## src/rtl/core/mmcs_pkg.sv

```systemverilog
// Shared types and constants for the min/max contrast stretch block.
// No dependencies; used by every module in rtl/core.
package mmcs_pkg;

  localparam int unsigned QUEUE_DEPTH = 4;
  localparam int unsigned PIX_W       = 32;
  localparam int unsigned LVL_W       = 8;
  localparam int unsigned NUM_W       = 2 * LVL_W;

  localparam logic [LVL_W-1:0] LVL_MIN_RST = 8'd255;
  localparam logic [LVL_W-1:0] LVL_MAX_RST = 8'd0;
  localparam logic [LVL_W-1:0] LVL_FULL    = 8'd255;
  localparam logic [LVL_W-1:0] LVL_ZERO    = 8'd0;

  typedef enum logic {
    OP_MEASURE = 1'b0,
    OP_MAP     = 1'b1
  } op_e;

  typedef enum logic [1:0] {
    KIND_PASS = 2'd0,
    KIND_ZERO = 2'd1,
    KIND_SAT  = 2'd2,
    KIND_DIV  = 2'd3
  } kind_e;

  typedef enum logic [1:0] {
    BK_IDLE = 2'd0,
    BK_DIV  = 2'd1,
    BK_DONE = 2'd2
  } bk_state_e;

  typedef struct packed {
    kind_e             kind;
    logic [PIX_W-1:0]  pixel;
    logic [NUM_W-1:0]  num;
    logic [LVL_W-1:0]  den;
  } entry_t;

  typedef struct packed {
    logic full;
    logic empty;
  } q_status_t;

endpackage

```

## src/rtl/core/mmcs_front.sv

```systemverilog
// Front end: accepts items, tracks running min/max, classifies map items.
// Depends on mmcs_pkg.
module mmcs_front (
  input  logic                        clk_i,
  input  logic                        rst_ni,
  input  logic                        in_valid_i,
  input  logic                        in_op_i,
  input  logic                        in_start_i,
  input  logic [mmcs_pkg::PIX_W-1:0]  in_pixel_i,
  output logic                        in_ready_o,
  input  mmcs_pkg::q_status_t         q_status_i,
  output logic                        q_push_o,
  output mmcs_pkg::entry_t            q_entry_o
);

  logic [mmcs_pkg::LVL_W-1:0] min_q, min_d, max_q, max_d;
  logic [mmcs_pkg::LVL_W-1:0] level, diff, den;
  logic                       accept, is_map;

  assign level      = in_pixel_i[mmcs_pkg::LVL_W-1:0];
  assign in_ready_o = !q_status_i.full;
  assign accept     = in_valid_i && !q_status_i.full;
  assign is_map     = (mmcs_pkg::op_e'(in_op_i) == mmcs_pkg::OP_MAP);
  assign q_push_o   = accept && is_map;

  always_comb begin
    min_d = min_q;
    max_d = max_q;
    if (accept && !is_map) begin
      if (in_start_i) begin
        min_d = level;
        max_d = level;
      end else begin
        if (level < min_q) min_d = level;
        if (level > max_q) max_d = level;
      end
    end
  end

  always_ff @(posedge clk_i or negedge rst_ni) begin
    if (!rst_ni) begin
      min_q <= mmcs_pkg::LVL_MIN_RST;
      max_q <= mmcs_pkg::LVL_MAX_RST;
    end else begin
      min_q <= min_d;
      max_q <= max_d;
    end
  end

  assign diff = level - min_q;
  assign den  = max_q - min_q;

  // num = diff * 255
  always_comb begin
    q_entry_o.pixel = in_pixel_i;
    q_entry_o.den   = den;
    q_entry_o.num   = {diff, {mmcs_pkg::LVL_W{1'b0}}} - {{mmcs_pkg::LVL_W{1'b0}}, diff};
    priority if (max_q <= min_q) begin
      q_entry_o.kind = mmcs_pkg::KIND_PASS;
    end else if (level <= min_q) begin
      q_entry_o.kind = mmcs_pkg::KIND_ZERO;
    end else if (level >= max_q) begin
      q_entry_o.kind = mmcs_pkg::KIND_SAT;
    end else begin
      q_entry_o.kind = mmcs_pkg::KIND_DIV;
    end
  end

endmodule

```

## src/rtl/core/mmcs_queue.sv

```systemverilog
// Short FIFO of classified map items between front and back.
// Depends on mmcs_pkg.
module mmcs_queue #(
  parameter int unsigned Depth = mmcs_pkg::QUEUE_DEPTH
) (
  input  logic                 clk_i,
  input  logic                 rst_ni,
  input  logic                 push_i,
  input  mmcs_pkg::entry_t     entry_i,
  input  logic                 pop_i,
  output mmcs_pkg::entry_t     entry_o,
  output mmcs_pkg::q_status_t  status_o
);

  localparam int unsigned AW = (Depth > 1) ? $clog2(Depth) : 1;
  localparam int unsigned CW = $clog2(Depth + 1);

  mmcs_pkg::entry_t mem_q [Depth];
  logic [AW-1:0]    wr_q, wr_d, rd_q, rd_d;
  logic [CW-1:0]    cnt_q, cnt_d;

  assign status_o.full  = (cnt_q == CW'(Depth));
  assign status_o.empty = (cnt_q == '0);
  assign entry_o        = mem_q[rd_q];

  always_comb begin
    wr_d  = wr_q;
    rd_d  = rd_q;
    cnt_d = cnt_q;
    if (push_i) wr_d = (wr_q == AW'(Depth - 1)) ? '0 : wr_q + 1'b1;
    if (pop_i)  rd_d = (rd_q == AW'(Depth - 1)) ? '0 : rd_q + 1'b1;
    if (push_i && !pop_i) cnt_d = cnt_q + 1'b1;
    else if (!push_i && pop_i) cnt_d = cnt_q - 1'b1;
  end

  always_ff @(posedge clk_i or negedge rst_ni) begin
    if (!rst_ni) begin
      wr_q  <= '0;
      rd_q  <= '0;
      cnt_q <= '0;
    end else begin
      wr_q  <= wr_d;
      rd_q  <= rd_d;
      cnt_q <= cnt_d;
    end
  end

  always_ff @(posedge clk_i) begin
    if (push_i) mem_q[wr_q] <= entry_i;
  end

  a_no_overflow: assert property (@(posedge clk_i) disable iff (!rst_ni)
    push_i |-> (!status_o.full || pop_i))
    else $error("queue push while full");

  a_no_underflow: assert property (@(posedge clk_i) disable iff (!rst_ni)
    pop_i |-> !status_o.empty)
    else $error("queue pop while empty");

  a_cnt_bound: assert property (@(posedge clk_i) disable iff (!rst_ni)
    cnt_q <= CW'(Depth))
    else $error("queue count out of range");

endmodule

```

## src/rtl/core/mmcs_back.sv

```systemverilog
// Back end: bit-serial restoring divider and output register.
// Depends on mmcs_pkg.
module mmcs_back (
  input  logic                        clk_i,
  input  logic                        rst_ni,
  input  mmcs_pkg::q_status_t         q_status_i,
  input  mmcs_pkg::entry_t            q_entry_i,
  output logic                        q_pop_o,
  output logic                        out_valid_o,
  input  logic                        out_ready_i,
  output logic [mmcs_pkg::PIX_W-1:0]  out_pixel_o
);

  localparam int unsigned LW = mmcs_pkg::LVL_W;
  localparam int unsigned SW = $clog2(LW);

  mmcs_pkg::bk_state_e        st_q, st_d;
  mmcs_pkg::entry_t           ent_q;
  logic [LW-1:0]              rem_q, lo_q, byte_v;
  logic [SW-1:0]              cnt_q;
  logic [LW:0]                trial;
  logic                       out_vld_q, out_free, load_out, step;
  logic [mmcs_pkg::PIX_W-1:0] out_q, res;

  assign out_free = !out_vld_q || out_ready_i;

  always_comb begin
    st_d = st_q;
    unique case (st_q)
      mmcs_pkg::BK_IDLE: begin
        if (!q_status_i.empty) begin
          st_d = (q_entry_i.kind == mmcs_pkg::KIND_DIV) ? mmcs_pkg::BK_DIV
                                                         : mmcs_pkg::BK_DONE;
        end
      end
      mmcs_pkg::BK_DIV:  if (cnt_q == '0) st_d = mmcs_pkg::BK_DONE;
      mmcs_pkg::BK_DONE: if (out_free) st_d = mmcs_pkg::BK_IDLE;
      default:           st_d = mmcs_pkg::BK_IDLE;
    endcase
  end

  always_comb begin
    q_pop_o  = (st_q == mmcs_pkg::BK_IDLE) && !q_status_i.empty;
    step     = (st_q == mmcs_pkg::BK_DIV);
    load_out = (st_q == mmcs_pkg::BK_DONE) && out_free;
  end

  assign trial = {rem_q, lo_q[LW-1]};

  always_comb begin
    unique case (ent_q.kind)
      mmcs_pkg::KIND_ZERO: byte_v = mmcs_pkg::LVL_ZERO;
      mmcs_pkg::KIND_SAT:  byte_v = mmcs_pkg::LVL_FULL;
      default:             byte_v = lo_q;
    endcase
    if (ent_q.kind == mmcs_pkg::KIND_PASS) res = ent_q.pixel;
    else res = {ent_q.pixel[mmcs_pkg::PIX_W-1 -: LW], byte_v, byte_v, byte_v};
  end

  always_ff @(posedge clk_i or negedge rst_ni) begin
    if (!rst_ni) begin
      st_q      <= mmcs_pkg::BK_IDLE;
      out_vld_q <= 1'b0;
      cnt_q     <= '0;
    end else begin
      st_q <= st_d;
      if (load_out) out_vld_q <= 1'b1;
      else if (out_ready_i) out_vld_q <= 1'b0;
      if (q_pop_o) cnt_q <= SW'(LW - 1);
      else if (step) cnt_q <= cnt_q - 1'b1;
    end
  end

  always_ff @(posedge clk_i) begin
    if (q_pop_o) begin
      ent_q <= q_entry_i;
      rem_q <= q_entry_i.num[2*LW-1:LW];
      lo_q  <= q_entry_i.num[LW-1:0];
    end else if (step) begin
      if (trial >= {1'b0, ent_q.den}) begin
        rem_q <= LW'(trial - {1'b0, ent_q.den});
        lo_q  <= {lo_q[LW-2:0], 1'b1};
      end else begin
        rem_q <= trial[LW-1:0];
        lo_q  <= {lo_q[LW-2:0], 1'b0};
      end
    end
    if (load_out) out_q <= res;
  end

  assign out_valid_o = out_vld_q;
  assign out_pixel_o = out_q;

  a_div_den: assert property (@(posedge clk_i) disable iff (!rst_ni)
    (st_q == mmcs_pkg::BK_DIV) |-> (ent_q.den != '0))
    else $error("divide with zero range");

  a_div_exit: assert property (@(posedge clk_i) disable iff (!rst_ni)
    (st_q == mmcs_pkg::BK_DIV) |=>
      (st_q == mmcs_pkg::BK_DIV || st_q == mmcs_pkg::BK_DONE))
    else $error("divider left early");

  a_out_hold: assert property (@(posedge clk_i) disable iff (!rst_ni)
    (out_valid_o && !out_ready_i) |=> (out_valid_o && $stable(out_pixel_o)))
    else $error("output item changed while stalled");

endmodule

```

## src/rtl/core/min_max_contrast_stretch.sv

```systemverilog
// Top level of the min/max contrast stretch: front, queue, back.
// Depends on mmcs_pkg, mmcs_front, mmcs_queue, mmcs_back.
//
// channel  dir  tdata            tuser
// s_axis   in   [31:0] pixel_in  [0] opcode, [1] frame_start
// m_axis   out  [31:0] pixel_out -
//
// Measure items take one cycle each while the queue has room.
// A map item in the back end: load from the queue, eight divider steps
// (one quotient bit each), then the output register is filled when free.
// Saturated, zero and flat-range items skip the divider.
// Reset clears min to 255, max to 0, the queue and the output valid.
// A stalled m_axis holds the back end; the queue lets the front keep going.
module min_max_contrast_stretch #(
  parameter int unsigned QueueDepth = mmcs_pkg::QUEUE_DEPTH
) (
  input  logic        clk_i,
  input  logic        rst_ni,
  input  logic        s_axis_tvalid,
  output logic        s_axis_tready,
  input  logic [31:0] s_axis_tdata,   // [31:0] pixel_in
  input  logic [1:0]  s_axis_tuser,   // [0] opcode, [1] frame_start
  output logic        m_axis_tvalid,
  input  logic        m_axis_tready,
  output logic [31:0] m_axis_tdata    // [31:0] pixel_out
);

  mmcs_pkg::q_status_t q_status;
  mmcs_pkg::entry_t    push_entry, pop_entry;
  logic                push, pop;

  mmcs_front u_front (
    .clk_i      (clk_i),
    .rst_ni     (rst_ni),
    .in_valid_i (s_axis_tvalid),
    .in_op_i    (s_axis_tuser[0]),
    .in_start_i (s_axis_tuser[1]),
    .in_pixel_i (s_axis_tdata),
    .in_ready_o (s_axis_tready),
    .q_status_i (q_status),
    .q_push_o   (push),
    .q_entry_o  (push_entry)
  );

  mmcs_queue #(
    .Depth (QueueDepth)
  ) u_queue (
    .clk_i    (clk_i),
    .rst_ni   (rst_ni),
    .push_i   (push),
    .entry_i  (push_entry),
    .pop_i    (pop),
    .entry_o  (pop_entry),
    .status_o (q_status)
  );

  mmcs_back u_back (
    .clk_i       (clk_i),
    .rst_ni      (rst_ni),
    .q_status_i  (q_status),
    .q_entry_i   (pop_entry),
    .q_pop_o     (pop),
    .out_valid_o (m_axis_tvalid),
    .out_ready_i (m_axis_tready),
    .out_pixel_o (m_axis_tdata)
  );

endmodule

```

## config.mk

```make
export PLATFORM = sky130hd
export DESIGN_NAME = min_max_contrast_stretch
export DESIGN_NICKNAME = d
export VERILOG_FILES = /design/src/rtl/core/mmcs_pkg.sv /design/src/rtl/core/mmcs_front.sv /design/src/rtl/core/mmcs_queue.sv /design/src/rtl/core/mmcs_back.sv /design/src/rtl/core/min_max_contrast_stretch.sv
export SDC_FILE = /design/constraint.sdc
export NUM_CORES = 1
export LEC_CHECK = 0
export BUFFER_PORTS_ARGS = -buffer_cell sky130_fd_sc_hd__buf_2
export CAP_MARGIN = 15
export CORE_UTILIZATION = 54
export CTS_BUF_LIST = sky130_fd_sc_hd__clkbuf_4
export DETAILED_ROUTE_END_ITERATION = 10
export GPL_TIMING_DRIVEN = 1
export PLACE_DENSITY = 0.72
export SETUP_SLACK_MARGIN = 0.1
export SLEW_MARGIN = 5
export SYNTH_ARGS = -nofsm -noshare
export SYNTH_HDL_FRONTEND = slang
export SYNTH_SLANG_ARGS = --single-unit
```

## constraint.sdc

```tcl
create_clock -name clk_i -period 3.3 [get_ports clk_i]
set_input_delay 0.495 -clock clk_i [delete_from_list [all_inputs] [get_ports clk_i]]
set_output_delay 0.495 -clock clk_i [all_outputs]
set_load 0.05 [all_outputs]
```

Yosys cells after proc, flatten, opt, wreduce, memory -nomap -nowiden. Memory sizes are Yosys's and may differ from the RTL's. Index checks and enable logic that the tools add are counted.

Input bits: 38. Bits in latches: 0. Memories kept: 1. Flip-flop bits (word level): 119. ROM bits: 0. Output and inout port bits: 34. RAM bits: 232.

Equal/unequal tests: 11. $mul: 0. Muxes and demuxes: 30. Shift operators: 0. Divide/modulo/power cells: 0. Reduce and logical (&&, ||, !) cells: 26. Order comparisons: 6. Bitwise operators: 0. Add/sub/neg operators: 9.

Memories: u_queue.mem_q (words 4, width 58, rd ports 1, clocked after Yosys merged registers in 0, wr ports 1, line mmcs_queue.sv:18) `mmcs_pkg::entry_t mem_q [Depth];`.

Operator list (number): 2-to-1 mux 8 bit (9); 2-to-1 mux 24 bit (1); subtractor 8 bit (3); <= comparator 8 bit (2); 2-to-1 mux 2 bit (8); case mux 8 bit (2 select lines) (1); subtractor 16 x 8 -> 16 bit (1); 2-to-1 mux 3 bit (4); == test 2 bit (second input constant) (5); nonzero test 2 bit (5); greater-or-equal comparator 9 x 8 -> 1 bit (1); greater-or-equal comparator 8 bit (1); > comparator 8 bit (1); less-than comparator 8 bit (1); logical AND 1 bit (7); zero test 1 bit (6); zero test 3 bit (2); 2-to-1 mux 1 bit (6); case mux 2 bit (3 select lines) (1); subtractor 3 x 1 -> 3 bit (second input constant) (2); adder 2 x 1 -> 2 bit (second input constant) (2); == test 2 x 1 -> 1 bit (second input constant) (2); zero test 2 bit (2); != test 2 bit (second input constant) (2); other kinds (6) (7).

Logic depth before layout (Yosys ltp).
Depth after elaboration: 8. Depth in mapped cells: 11.

By module. From an unflattened synthesis, not the netlist that was laid out.

Cell total of the unflattened synthesis: 894. Area, all modules: 14945.6 sq um.

Modules (own cells, without submodules): mmcs_queue (area an instance 8856.0 sq um, cells each 341, times used 1); mmcs_back (area an instance 3977.6 sq um, cells each 300, times used 1); mmcs_front (area an instance 2112.0 sq um, cells each 253, times used 1).

Least setup slack after synthesis. Ideal clock, no wire load.

Path kind: register -> register. From: reg u_queue.cnt_q[0]. To: mem u_queue.mem_q[2][0] in the netlist's numbering (enable). Data arrival time: 2671 ps. Path slack: 207 ps. Required time: 2878 ps. Library setup time: 422 ps. Cell stages (with the launch flop): 6. Path through: dfrtp_1 -> nor2_1 -> nand2_1 -> and3_1 -> clkbuf_1 -> and2_1.

Longest elaborated chain between the ends: 6.

Ends and longest elaborated chain: from (decl) (line mmcs_queue.sv:20) `logic [CW-1:0] cnt_q, cnt_d;`; from (signal assigned) (line mmcs_queue.sv:44) `cnt_q <= cnt_d;`; == test 3 bit (line mmcs_queue.sv:22) `assign status_o.full = (cnt_q == CW'(Depth));`; zero test 1 bit; via s_axis_tready (line min_max_contrast_stretch.sv:20) `output logic s_axis_tready,`; logical AND 1 bit (line mmcs_front.sv:22) `assign accept = in_valid_i && !q_status_i.full;`; logical AND 1 bit (line mmcs_front.sv:24) `assign q_push_o = accept && is_map;`; via push (line min_max_contrast_stretch.sv:30) `logic push, pop;`; 2-to-1 mux 1 bit (line mmcs_queue.sv:49) `if (push_i) mem_q[wr_q] <= entry_i;`; 2-to-1 mux 1 bit (implied by the code) (line mmcs_queue.sv:49); to (decl) (line mmcs_queue.sv:18).

The timed path passes the listed nets, and every way through them passes these cells.

==> results.py <==
metrics = {
    "cells_and_area": {
        "area_delta_synth_final_pct": 16.0,
        "final_cell_mix": "edfxtp_1 (322), clkbuf_4 (126), buf_2 (71), inv_1 (69), mux4_2 (58)",
        "stdcell_count": 1436,
        "n_fill_cell": 1850,
        "multi_input_area_sq_um": 3730,
        "utilization": 0.641,
        "layout.nets": 1121,
        "layout_commonest_cell": "edfxtp_1",
        "drive_gt1_frac": 0.306,
        "seq_area_sq_um": 10400,
    },
    "detailed_routing": {
        "wl_um": 28000,
        "vias_per_cell": 5.54,
        "ant_nets": 0,
        "wl_per_cell_um": 19.5,
        "firstDrtPassIters": 8,
        "first_iter_violations": 572,
        "num_vias": 7958,
        "drc": 8,
    },
    "timing": {
        "post-route-min-period_ns": 3.12,
        "fin_worst_skew_ns": 0.0627,
        "worst_slew_pin_slew_ns": 0.780,
        "setup_violations": 0,
        "fin_hold_ws_ns": 0.0903,
        "fin_crit_sh": 0.944,
        "maxSlewHeadroom": 0.480,
        "finalSetupTns_ns": 0,
        "rsz0062_at_grt": "no",
        "hold_viol": 0,
        "slew_violations": 0,
        "max_freq_mhz": 321,
    },
    "placed_design": {
        "port_buffers": 71,
        "placed_cells": 1258,
        "dp_hpwl_um": 18000,
        "gp_congestion": 0.816,
    },
    "worst_hold_path": {
        "min_path_cells": 1,
        "hp-start": "s_axis_tdata[22]",
        "hold-path-endpoint": "u_queue.mem_q[1][46]",
        "hold_path_class": "input pin to flip-flop",
    },
    "setup_path": {
        "required_ns": 3.71,
        "crit_buf_inv": 4,
        "crit_path_cell_trace": "dlygate4sd3_1, buf_2, inv_1, ha_1, inv_1, fa_1, a211oi_2, nor2_1, xor2_1, or3_4, nor2_1, mux2_2",
        "crit_path_end_kind": "flip-flop",
        "reg2reg_depth": 9,
        "cp_max_fo": 6,
        "critPathArrivalTime_ns": 3.53,
        "slowest_stage": "dlygate4sd3_1",
        "r2r-start": "u_front.min_q[0]",
        "crit_path_start_kind": "input pin",
        "cpPeakStageDelay_ns": 0.53,
        "rr_endpoint": "u_queue.mem_q[3][22]",
        "rrSetupSlack_ns": 0.24,
        "critical-path-top-delay-family": "buffers and inverters",
        "crit_type": "input pin to flip-flop",
        "cp.depth": 12,
    },
    "logic_synthesis": {
        "ys_seq_elements": 351,
        "ys.flop_type": "edfxtp_1",
        "syn_area_sq_um": 14500,
        "syn-num-nets": 934,
        "synth_warnings": 0,
        "async_flop_share": 0.0826,
        "postSynthCellCount": 849,
        "synth-edff-count": 322,
        "ys_seq_area_frac": 0.718,
        "syn_avg_cell_area_sq_um": 17.1,
        "yosys.cell_types.count": 55,
    },
    "die": {
        "initial_core_util": 0.553,
        "dieArea_sq_um": 27500,
        "die_w_um": 166,
        "coreArea_sq_um": 26200,
        "ios": 72,
        "die_y_um": 166,
        "num_rows": 59,
    },
    "clocking": {
        "clk_latency_ns": 0.70,
        "h-tree-depth": 3,
        "cts_buffers": 86,
        "cts_tree": "yes",
        "cts_setup_buffers": 0,
        "clk_pin_slew_worst_paths_ns": 0.06,
        "cts.path.max_buffers": 3,
        "cts_num_sinks": 351,
        "cts_resized": 0,
        "root_buffer": "clkbuf_4",
    },
    "global_route": {
        "grt_max_degree": 50,
        "grt.overflow.total": 0,
        "grt_pass1_vias": 8343,
        "grt_pass1_wl_um": 44800,
        "grt_usage": 0.214,
        "antenna_found_initial": 2,
    },
    "pwr": {
        "total_power_uw": 18300,
        "power_leakage_uw": 0.00626,
        "vdd_ir_drop_max_v": 0.000519,
        "power.density_nw_per_um2": 1090,
    },
    "status": {
        "status": "finished, violations left",
        "violations": "DRC",
    },
    "job": {
        "cap_violations": 0,
    },
}
==> synthesized netlist by cell type, drive strengths merged (12+ instances only) <==
| library cell | n | area [sq um] |
|---|---|---|
| a21oi | 57 | 285 |
| buf | 12 | 60.1 |
| clkbuf | 12 | 45.0 |
| dfrtp | 21 | 526 |
| edfxtp | 322 | 9670 |
| ha | 43 | 538 |
| inv | 70 | 263 |
| mux2 | 19 | 214 |
| mux4 | 58 | 1310 |
| nand2 | 48 | 180 |
| nor2 | 39 | 146 |
| nor3 | 12 | 65.1 |
| o21ai | 23 | 115 |
==> worst max-delay path by stage <==
stage | from | end | slack, ns
after floorplan | u_queue.cnt_q[0] | u_queue.mem_q[2][0] | 0.21
after global placement | s_axis_tdata[0] | u_queue.mem_q[2][22] | 0.11
after detailed placement | s_axis_tdata[0] | u_front.min_q[7] | 0.03
after CTS | u_front.min_q[0] | u_queue.mem_q[3][22] | 0.22
after global routing | s_axis_tdata[0] | u_queue.mem_q[3][22] | 0.11
final | s_axis_tdata[0] | u_queue.mem_q[3][22] | 0.18
==> what timing repair did <==
action	CTS	global route
hold buffers	25	0
endpoints found under the setup margin	0	10
hold endpoints to repair	114	0
==> flip-flops by register name, summed over array words and instances (netlist names) <==
register and cells:
u_queue.mem_q 232, u_back.lo_q 8, u_back.out_valid_o 1, u_back.ent_q 42, u_front.max_q 8, u_back.st_q 2
u_back.out_pixel_o 32, u_queue.wr_q 2, u_queue.cnt_q 3, u_back.cnt_q 3, u_queue.rd_q 2, u_back.rem_q 8
u_front.min_q 8
==> power by group <==
group | internal [uW] | switching [uW]
Sequential | 7080 | 587
Clock | 1840 | 1640
Combinational | 2640 | 4460
==> cell type report <==
cell class	count	share of cell area
Antenna cell	2	0.000298
Clock buffer	126	0.0563
Clock inverter	25	0.00893
Inverter	70	0.0156
Multi-Input combinational cell	404	0.222
Sequential cell	351	0.619
Tap cell	335	0.0249
Timing Repair Buffer	123	0.0526
==> worst reg2reg max path: stages (launching register included) <==
cell      delay (ns)
dfstp_2         0.55
ha_1            0.18
inv_1           0.06
fa_1            0.41
a211oi_2        0.33
nor2_1          0.10
xor2_1          0.17
or3_4           0.41
nor2_1          0.17
mux2_2          0.40
==> through the flow <==
stage / worst slack, ns / instance area [sq um]
final: 0.184 / 16800
after detailed placement: 0.0301 / 15500
after floorplan: 0.207 / 14500
after global placement: 0.109 / 15500
after CTS: 0.223 / 16800
after global routing: 0.108 / 16800
==> per-layer routing <==
metal,global-route usage,wire length (um),vias to the layer above
li1,-,-,3696
met1,0.283,12000,3952
met2,0.358,13900,264
met3,0.0429,1610,46
met4,0.0752,471,0
met5,0,0,-
==> cells by family after synthesis <==
kind of cell	share of synthesized area
xor+xnor	0.0115
flops	0.718
simple gates	0.0485
compound gates	0.0440
mux	0.110
fa+ha+maj	0.0427
buf+inv	0.0254
(Power assumes the default switching activity.)
